`src/rtl/periodic_task_timer_table_unit_assert.svh`:
```
`ifndef PERIODIC_TASK_TIMER_TABLE_UNIT_ASSERT_SVH
`define PERIODIC_TASK_TIMER_TABLE_UNIT_ASSERT_SVH

// same-cycle check, quiet during reset
`define PTTT_ASSERT(label, prop, msg) \
    label: assert property (@(posedge i_clk) disable iff (!i_rst_n) prop) \
        else $error(msg);

// next-cycle check, quiet during reset
`define PTTT_ASSERT_NEXT(label, pre, post, msg) \
    label: assert property (@(posedge i_clk) disable iff (!i_rst_n) (pre) |=> (post)) \
        else $error(msg);

`endif

```
`src/rtl/pttt_pkg.sv`:
```
package pttt_pkg;

    localparam int TASK_SLOTS_DEF = 8;
    localparam int TICK_MS_DEF    = 10;

    typedef enum logic [1:0] {
        KIND_DUE   = 2'd0,
        KIND_ADDED = 2'd1,
        KIND_FULL  = 2'd2
    } t_kind;

    typedef struct packed {
        logic [7:0]  handle;
        logic [16:0] ticks;
        logic [15:0] reload;
    } t_entry;

    typedef enum logic [6:0] {
        S_IDLE    = 7'b0000001,
        S_A_MUL   = 7'b0000010,
        S_A_FIX   = 7'b0000100,
        S_A_SCAN  = 7'b0001000,
        S_A_EMIT  = 7'b0010000,
        S_T_EVAL  = 7'b0100000,
        S_T_FLUSH = 7'b1000000
    } t_state;

endpackage

```
`src/rtl/periodic_task_timer_table_unit.sv`:
```
// Periodic task timer table. Up to TASK_SLOTS task timers live in one
// synchronous memory (handle, remaining ticks, reload ticks per slot) with
// the occupancy kept in flip-flops that reset clears at once. An add item
// (op = 1) stores its handle in the lowest free slot with delay_ms/TICK_MS+1
// ticks to go and a reload of period_ms/TICK_MS, and gives one result: task
// added, or table full. A tick item (op = 0) walks the slots in order, one
// memory read-modify-write per cycle while the output side does not stall it,
// counts down every occupied slot and gives one due result per slot that
// reaches zero, last set on the final one; a due slot reloads, or is freed
// when its reload is zero. The next item is taken while the last result still
// waits in the output register.
`include "periodic_task_timer_table_unit_assert.svh"

module periodic_task_timer_table_unit #(
    parameter int TASK_SLOTS = pttt_pkg::TASK_SLOTS_DEF,
    parameter int TICK_MS    = pttt_pkg::TICK_MS_DEF
) (
    input  logic        i_clk,
    input  logic        i_rst_n,
    input  logic        i_in_valid,
    output logic        o_in_ready,
    input  logic        i_op,
    input  logic [7:0]  i_task_handle,
    input  logic [15:0] i_delay_ms,
    input  logic [15:0] i_period_ms,
    output logic        o_out_valid,
    input  logic        i_out_ready,
    output logic [1:0]  o_kind,
    output logic [2:0]  o_slot,
    output logic [7:0]  o_due_handle,
    output logic        o_last
);
    import pttt_pkg::*;

    localparam int          SW       = (TASK_SLOTS > 1) ? $clog2(TASK_SLOTS) : 1;
    localparam logic [SW-1:0] LAST_IDX = SW'(TASK_SLOTS - 1);
    localparam logic [31:0] RECIP    = 32'((64'd1 << 31) / TICK_MS);
    localparam logic [31:0] TICK_W   = 32'(TICK_MS);

    t_entry            mem [TASK_SLOTS];
    t_entry            r_rd_data;

    t_state            r_state, n_state;
    logic [SW-1:0]     r_idx, n_idx;
    logic [TASK_SLOTS-1:0] r_used, n_used;
    logic              r_pend_valid, n_pend_valid;
    logic              r_out_valid, n_out_valid;

    logic [7:0]        r_handle, n_handle;
    logic [15:0]       r_delay, n_delay;
    logic [15:0]       r_period, n_period;
    logic [15:0]       r_dly_q0, n_dly_q0;
    logic [15:0]       r_per_q0, n_per_q0;
    logic [15:0]       r_dly_q, n_dly_q;
    logic [15:0]       r_per_q, n_per_q;
    logic              r_found, n_found;
    logic [SW-1:0]     r_pend_slot, n_pend_slot;
    logic [7:0]        r_pend_handle, n_pend_handle;
    logic [1:0]        r_out_kind, n_out_kind;
    logic [2:0]        r_out_slot, n_out_slot;
    logic [7:0]        r_out_handle, n_out_handle;
    logic              r_out_last, n_out_last;

    logic              in_acc;
    logic              out_free;
    logic              w_en;
    logic [SW-1:0]     w_addr;
    t_entry            w_data;
    logic [SW-1:0]     rd_addr;
    logic              push;
    logic [1:0]        push_kind;
    logic [2:0]        push_slot;
    logic [7:0]        push_handle;
    logic              push_last;
    logic              advance;
    logic              walk_stall;
    logic [16:0]       dec;
    logic              due;
    logic              slot_used;
    logic [47:0]       dly_prod, per_prod;
    logic [31:0]       dly_rem, per_rem;

    assign in_acc      = i_in_valid && o_in_ready;
    assign o_in_ready  = (r_state == S_IDLE);
    assign out_free    = !r_out_valid || i_out_ready;
    assign o_out_valid = r_out_valid;
    assign o_kind      = r_out_kind;
    assign o_slot      = r_out_slot;
    assign o_due_handle = r_out_handle;
    assign o_last      = r_out_last;
    assign walk_stall  = (r_state == S_T_EVAL) && !advance;

    assign dec       = r_rd_data.ticks - 17'd1;
    assign due       = (dec == 17'd0);
    assign slot_used = r_used[r_idx];

    // reciprocal estimate, then one correction step
    assign dly_prod = 48'(r_delay) * 48'(RECIP);
    assign per_prod = 48'(r_period) * 48'(RECIP);
    assign dly_rem  = 32'(r_delay) - (32'(r_dly_q0) * TICK_W);
    assign per_rem  = 32'(r_period) - (32'(r_per_q0) * TICK_W);

    always_comb begin
        n_state       = r_state;
        n_idx         = r_idx;
        n_used        = r_used;
        n_pend_valid  = r_pend_valid;
        n_out_valid   = r_out_valid;
        n_handle      = r_handle;
        n_delay       = r_delay;
        n_period      = r_period;
        n_dly_q0      = r_dly_q0;
        n_per_q0      = r_per_q0;
        n_dly_q       = r_dly_q;
        n_per_q       = r_per_q;
        n_found       = r_found;
        n_pend_slot   = r_pend_slot;
        n_pend_handle = r_pend_handle;
        n_out_kind    = r_out_kind;
        n_out_slot    = r_out_slot;
        n_out_handle  = r_out_handle;
        n_out_last    = r_out_last;
        w_en          = 1'b0;
        w_addr        = r_idx;
        w_data        = r_rd_data;
        rd_addr       = r_idx;
        push          = 1'b0;
        push_kind     = KIND_DUE;
        push_slot     = 3'(r_pend_slot);
        push_handle   = r_pend_handle;
        push_last     = 1'b0;
        advance       = 1'b0;

        unique case (r_state)
            S_IDLE: begin
                rd_addr = '0;
                if (in_acc) begin
                    n_handle = i_task_handle;
                    n_delay  = i_delay_ms;
                    n_period = i_period_ms;
                    n_idx    = '0;
                    n_state  = i_op ? S_A_MUL : S_T_EVAL;
                end
            end
            S_A_MUL: begin
                n_dly_q0 = dly_prod[46:31];
                n_per_q0 = per_prod[46:31];
                n_state  = S_A_FIX;
            end
            S_A_FIX: begin
                n_dly_q = r_dly_q0 + {15'd0, (dly_rem >= TICK_W)};
                n_per_q = r_per_q0 + {15'd0, (per_rem >= TICK_W)};
                n_idx   = '0;
                n_state = S_A_SCAN;
            end
            S_A_SCAN: begin
                if (!slot_used) begin
                    n_found = 1'b1;
                    n_state = S_A_EMIT;
                end else if (r_idx == LAST_IDX) begin
                    n_found = 1'b0;
                    n_state = S_A_EMIT;
                end else begin
                    n_idx = r_idx + SW'(1);
                end
            end
            S_A_EMIT: begin
                if (out_free) begin
                    push      = 1'b1;
                    push_last = 1'b1;
                    if (r_found) begin
                        push_kind     = KIND_ADDED;
                        push_slot     = 3'(r_idx);
                        push_handle   = r_handle;
                        w_en          = 1'b1;
                        w_data.handle = r_handle;
                        w_data.ticks  = 17'(r_dly_q) + 17'd1;
                        w_data.reload = r_per_q;
                        n_used[r_idx] = 1'b1;
                    end else begin
                        push_kind   = KIND_FULL;
                        push_slot   = 3'd0;
                        push_handle = 8'd0;
                    end
                    n_state = S_IDLE;
                end
            end
            S_T_EVAL: begin
                if (!slot_used) begin
                    advance = 1'b1;
                end else if (!due) begin
                    w_en         = 1'b1;
                    w_data.ticks = dec;
                    advance      = 1'b1;
                end else if (!r_pend_valid || out_free) begin
                    // older due item goes out, this one waits to learn if it is last
                    push          = r_pend_valid;
                    n_pend_valid  = 1'b1;
                    n_pend_slot   = r_idx;
                    n_pend_handle = r_rd_data.handle;
                    if (r_rd_data.reload == 16'd0) begin
                        n_used[r_idx] = 1'b0;
                    end else begin
                        w_en         = 1'b1;
                        w_data.ticks = 17'(r_rd_data.reload);
                    end
                    advance = 1'b1;
                end
                if (advance) begin
                    if (r_idx == LAST_IDX) begin
                        n_state = S_T_FLUSH;
                    end else begin
                        n_idx   = r_idx + SW'(1);
                        rd_addr = r_idx + SW'(1);
                    end
                end
            end
            S_T_FLUSH: begin
                if (!r_pend_valid) begin
                    n_state = S_IDLE;
                end else if (out_free) begin
                    push         = 1'b1;
                    push_last    = 1'b1;
                    n_pend_valid = 1'b0;
                    n_state      = S_IDLE;
                end
            end
            default: begin
                n_state = S_IDLE;
            end
        endcase

        if (push) begin
            n_out_valid  = 1'b1;
            n_out_kind   = push_kind;
            n_out_slot   = push_slot;
            n_out_handle = push_handle;
            n_out_last   = push_last;
        end else if (i_out_ready) begin
            n_out_valid = 1'b0;
        end
    end

    // slot memory, one write and one registered read per cycle
    always_ff @(posedge i_clk) begin
        if (w_en) begin
            mem[w_addr] <= w_data;
        end
        r_rd_data <= mem[rd_addr];
    end

    always_ff @(posedge i_clk) begin
        if (!i_rst_n) begin
            r_state      <= S_IDLE;
            r_idx        <= '0;
            r_used       <= '0;
            r_pend_valid <= 1'b0;
            r_out_valid  <= 1'b0;
        end else begin
            r_state      <= n_state;
            r_idx        <= n_idx;
            r_used       <= n_used;
            r_pend_valid <= n_pend_valid;
            r_out_valid  <= n_out_valid;
        end
    end

    always_ff @(posedge i_clk) begin
        r_handle      <= n_handle;
        r_delay       <= n_delay;
        r_period      <= n_period;
        r_dly_q0      <= n_dly_q0;
        r_per_q0      <= n_per_q0;
        r_dly_q       <= n_dly_q;
        r_per_q       <= n_per_q;
        r_found       <= n_found;
        r_pend_slot   <= n_pend_slot;
        r_pend_handle <= n_pend_handle;
        r_out_kind    <= n_out_kind;
        r_out_slot    <= n_out_slot;
        r_out_handle  <= n_out_handle;
        r_out_last    <= n_out_last;
    end

    `PTTT_ASSERT(a_idle_no_pending, o_in_ready |-> !r_pend_valid, "pending item at idle")
    `PTTT_ASSERT(a_add_is_last, o_out_valid && o_kind != KIND_DUE |-> o_last, "add not last")
    `PTTT_ASSERT(a_wr_state, w_en |-> (r_state == S_T_EVAL || r_state == S_A_EMIT), "stray write")
    `PTTT_ASSERT_NEXT(a_stall_holds, walk_stall, $stable({r_idx, r_state}), "walk moved")

endmodule

```
`config.mk`:
```
export PLATFORM = sky130hd
export DESIGN_NAME = periodic_task_timer_table_unit
export DESIGN_NICKNAME = d
export VERILOG_FILES = /design/src/rtl/pttt_pkg.sv /design/src/rtl/periodic_task_timer_table_unit.sv
export VERILOG_INCLUDE_DIRS = /design/src /design/src/rtl
export SDC_FILE = /design/constraint.sdc
export NUM_CORES = 1
export LEC_CHECK = 0
export BUFFER_PORTS_ARGS = -buffer_cell sky130_fd_sc_hd__buf_2
export CELL_PAD_IN_SITES_DETAIL_PLACEMENT = 1
export CELL_PAD_IN_SITES_GLOBAL_PLACEMENT = 2
export CORE_MARGIN = 2
export CORE_UTILIZATION = 47
export DETAILED_ROUTE_END_ITERATION = 8
export PLACE_DENSITY_LB_ADDON = 0.1
export SLEW_MARGIN = 25
export SYNTH_ARGS = -nofsm -noshare
export SYNTH_HDL_FRONTEND = slang
export SYNTH_SLANG_ARGS = --single-unit
```
`constraint.sdc`:
```
create_clock -name i_clk -period 13.8 [get_ports i_clk]
set_input_delay 0.69 -clock i_clk [delete_from_list [all_inputs] [get_ports i_clk]]
set_output_delay 0.69 -clock i_clk [all_outputs]
set_load 0.01 [all_outputs]
```
==> flow_metrics.tcl <==
set metrics [dict create \
    cts.htree.levels 2 \
    worstSkewPairLatency_ps 630 \
    synth.ff_latch_count 509 \
    detail-route-antenna-nets 0 \
    wire_length_of_the_first_global_routing_pass_um 130000 \
    postCtsResizedCells 0 \
    worst_setup_path_endpoint "r_per_q0[9]" \
    area_growth_pct 9.60 \
    path_cells "inv_1, ha_1, fa_1, inv_1, fa_1, inv_1, fa_1, inv_1, fa_1, inv_1, fa_1, inv_1, ha_1, a21o_1, a21o_1, a2111oi_0, o31a_1, a21oi_1, nor4_1, nor2_1, a21oi_1, o21bai_1, xor2_1" \
    yosysWarningCount 0 \
    critical_path_end_type "register" \
    worst_slew_margin_rel_pct 36.5 \
    postRouteWirelength_um 82500 \
    hpwlAfterDp_um 56100 \
    worst_path_most_repeated_cell "inv_1" \
    timing.max_cap.violations 0 \
    synth_nets 3148 \
    maximum_number_of_pins_on_one_net_before_global_route_repair 71 \
    core_region_area_mm2 0.0643 \
    setup_total_negative_slack_ps 0 \
    mean_area_per_synthesized_cell_um2 11.4 \
    worst-slew-pin-transition_ps 942 \
    critical_path.n_buffers_inverters 6 \
    worst_ep_required_time_ps 14170 \
    antenna_cells_inserted 0 \
    first_global_vias 22500 \
    io_pins 61 \
    most_frequently_used_flop_master_after_synthesis "edfxtp_1" \
    number_of_enable_flip_flop_cells_after_synthesis 448 \
    via_per_inst 5.69 \
    timing.critical_path.slowest_stage_cell "nor4_1" \
    drt_first_pass_iters 5 \
    setup.worst_path.class "register to register" \
    fraction_of_final_layout_cells_sized_beyond_drive_strength_1_pct 7.72 \
    finalWorstPathRequiredPeriod_ps 6770 \
    clk_path_buf_depth 3 \
    drv_slew 0 \
    horiz_die_dim_um 259 \
    holdBufCountCts 0 \
    die_area_mm2 0.0670 \
    timing.hold.worst.class "input port to register" \
    initial_core_util_pct 47.4 \
    finalCritPeriodShare_pct 49.0 \
    route.detailed.drc 0 \
    dr.first_iter.drc_count 1092 \
    antenna_found_initial 1 \
    global_route_congestion_overflow_total 0 \
    gp_routability_congestion 0.903 \
    critPathLaunchType "register" \
    clock_sinks 509 \
    timing.rr.start "r_period[8]" \
    result_of_the_run "completed" \
    synth.distinct_cells 82 \
    slowest_delay_ps 570 \
    arrival_ps 7130 \
    setup_violators_final 0 \
    dr_total_vias 20600 \
    async_flop_share_pct 0 \
    port_buffers 60 \
    synth_sequential_area_ratio_pct 48.1 \
    critical_path.max_fanout 4 \
    detail_route.wl_per_cell_um 22.7 \
    globalRouteTotalUtil_pct 25.1 \
    grt_setup_unrepaired "false" \
    critical_path_origin "r_period[8]" \
    cell_count_of_the_worst_reg_to_reg_path 23 \
    maxClockFrequency_ghz 0.148 \
    reg2reg_to "r_per_q0[9]" \
    critical_path.top_delay_family "adder cells" \
    mappedNetlistArea_mm2 0.0305 \
    total_number_of_cells_along_the_worst_setup_path 23 \
    syn_inst 2676 \
    num_rows 93 \
    clk_pin_slew_ps 60 \
    clock_tree_from_tritoncts "done" \
    cts_setup_buffers 0 \
    clockRootBuffer "clkbuf_16" \
    ff2ff_setup_slack_ps 7030 \
    chipHeight_um 259 \
    finish.net_count 3197 \
    cts_inserted_buffers 55 \
    hold_viol_final 0 \
    clock-skew-final_ps 56.0 \
]
routing by layer:
layer / wire length (um) / vias up / global-route usage (%)
met5: 13 / - / 0
met4: 2280 / 2 / 7.34
met3: 2830 / 126 / 2.96
met2: 41000 / 336 / 43.7
met1: 36300 / 10500 / 33.0
li1: - / 9704 / -
layout make-up:
type | instances | area, um^2
multi-input combinational | 1796 | 14400
inverter | 275 | 1030
tap | 855 | 1070
clock buffer | 73 | 1460
timing repair buffer | 88 | 510
fill | 6788 | 30900
clock inverter | 31 | 275
sequential | 509 | 14700
cells in the mapped netlist (6+ instances only):
cell type | number | area share, %
nand2b_1 | 16 | 0.33
nand4_1 | 14 | 0.29
o22ai_1 | 9 | 0.18
fa_1 | 128 | 8.4
nand3_1 | 81 | 1.3
o31ai_1 | 10 | 0.25
or2_2 | 12 | 0.25
buf_2 | 20 | 0.33
a221o_1 | 6 | 0.20
o21ai_1 | 39 | 0.64
and3_1 | 11 | 0.23
a211oi_1 | 44 | 1.1
nor3_1 | 88 | 1.4
a21oi_1 | 78 | 1.3
mux2i_1 | 9 | 0.30
clkbuf_1 | 53 | 0.65
and4_1 | 44 | 1.3
a21boi_0 | 8 | 0.20
ha_1 | 299 | 12
a31oi_1 | 13 | 0.27
o21ai_0 | 97 | 1.6
buf_4 | 10 | 0.25
o221ai_1 | 7 | 0.20
o211ai_1 | 8 | 0.20
a21o_1 | 28 | 0.69
o41ai_1 | 6 | 0.17
nor2b_1 | 17 | 0.35
or3_1 | 8 | 0.16
edfxtp_1 | 448 | 44
nand2_1 | 254 | 3.1
nor3b_1 | 42 | 1.0
buf_6 | 8 | 0.30
a211o_1 | 45 | 1.3
xnor2_1 | 61 | 1.8
and2_1 | 11 | 0.23
nor2_1 | 161 | 2.0
nor4_1 | 14 | 0.29
o21a_1 | 8 | 0.20
inv_1 | 274 | 3.4
xor2_1 | 44 | 1.3
o21bai_1 | 6 | 0.15
nand3b_1 | 7 | 0.17
dfxtp_1 | 61 | 4.0
cell usage in the layout, fill, tap and decap left out, types with 13 or more instances in the layout:
master | Yosys | final
a211o_1 | 45 | 45
a211oi_1 | 44 | 44
a21o_1 | 28 | 28
a21oi_1 | 78 | 78
a31oi_1 | 13 | 13
and4_1 | 44 | 44
buf_2 | 20 | 60
buf_4 | 10 | 28
clkbuf_1 | 53 | 16
clkbuf_16 | 0 | 55
dfxtp_1 | 61 | 61
edfxtp_1 | 448 | 448
fa_1 | 128 | 128
ha_1 | 299 | 299
inv_1 | 274 | 273
nand2_1 | 254 | 254
nand2b_1 | 16 | 16
nand3_1 | 81 | 81
nand4_1 | 14 | 14
nor2_1 | 161 | 156
nor2b_1 | 17 | 16
nor3_1 | 88 | 84
nor3b_1 | 42 | 42
nor4_1 | 14 | 13
o21ai_0 | 97 | 96
o21ai_1 | 39 | 40
xnor2_1 | 61 | 61
xor2_1 | 44 | 44
per-stage QoR:
step           area (um^2)  util, %  worst slack (ps)  hold slack, ps  cells
6_report             33500     52.0              7030             243   3627
4_1_cts              33500     52.0              7040             207   3627
3_3_place_gp         31700     49.3              7160             428   3523
2_1_floorplan        30500        -              7110             408   2676
5_1_grt              33500     52.0              6680             218   3627
3_5_place_dp         31700     49.3              7090             417   3523
how the worst min path moves through the flow:
stage / endpoint / startpoint / cells after the start
3_5_place_dp: r_pend_handle[1] / r_rd_data[34] / 0
5_1_grt: r_period[10] / i_period_ms[10] / 1
4_1_cts: r_period[11] / i_period_ms[11] / 1
6_report: r_handle[5] / i_task_handle[5] / 1
3_3_place_gp: r_pend_handle[3] / r_rd_data[36] / 0
2_1_floorplan: r_pend_handle[0] / r_rd_data[33] / 0
sequential cells by signal (all words and copies together) (netlist names), 7 cells and up, named ones only:
signal / flops
mem: 328
r_rd_data: 41
r_delay: 16
r_period: 16
r_dly_q: 14
r_per_q: 14
r_dly_q0: 13
r_per_q0: 13
o_due_handle: 8
r_handle: 8
r_pend_handle: 8
r_state: 7
kinds of logic after synthesis:
logic type	after synthesis	share of synthesized area (%)
mux	12	0.443
xor+xnor	105	3.01
fa+ha+maj	427	20.7
buf+inv	371	4.97
compound gates	450	9.72
simple gates	802	13.1
flops	509	48.1
Power is left out: the tool's default activity adds up to more than one toggle a clock period on the data nets, which glitch-free logic cannot reach.
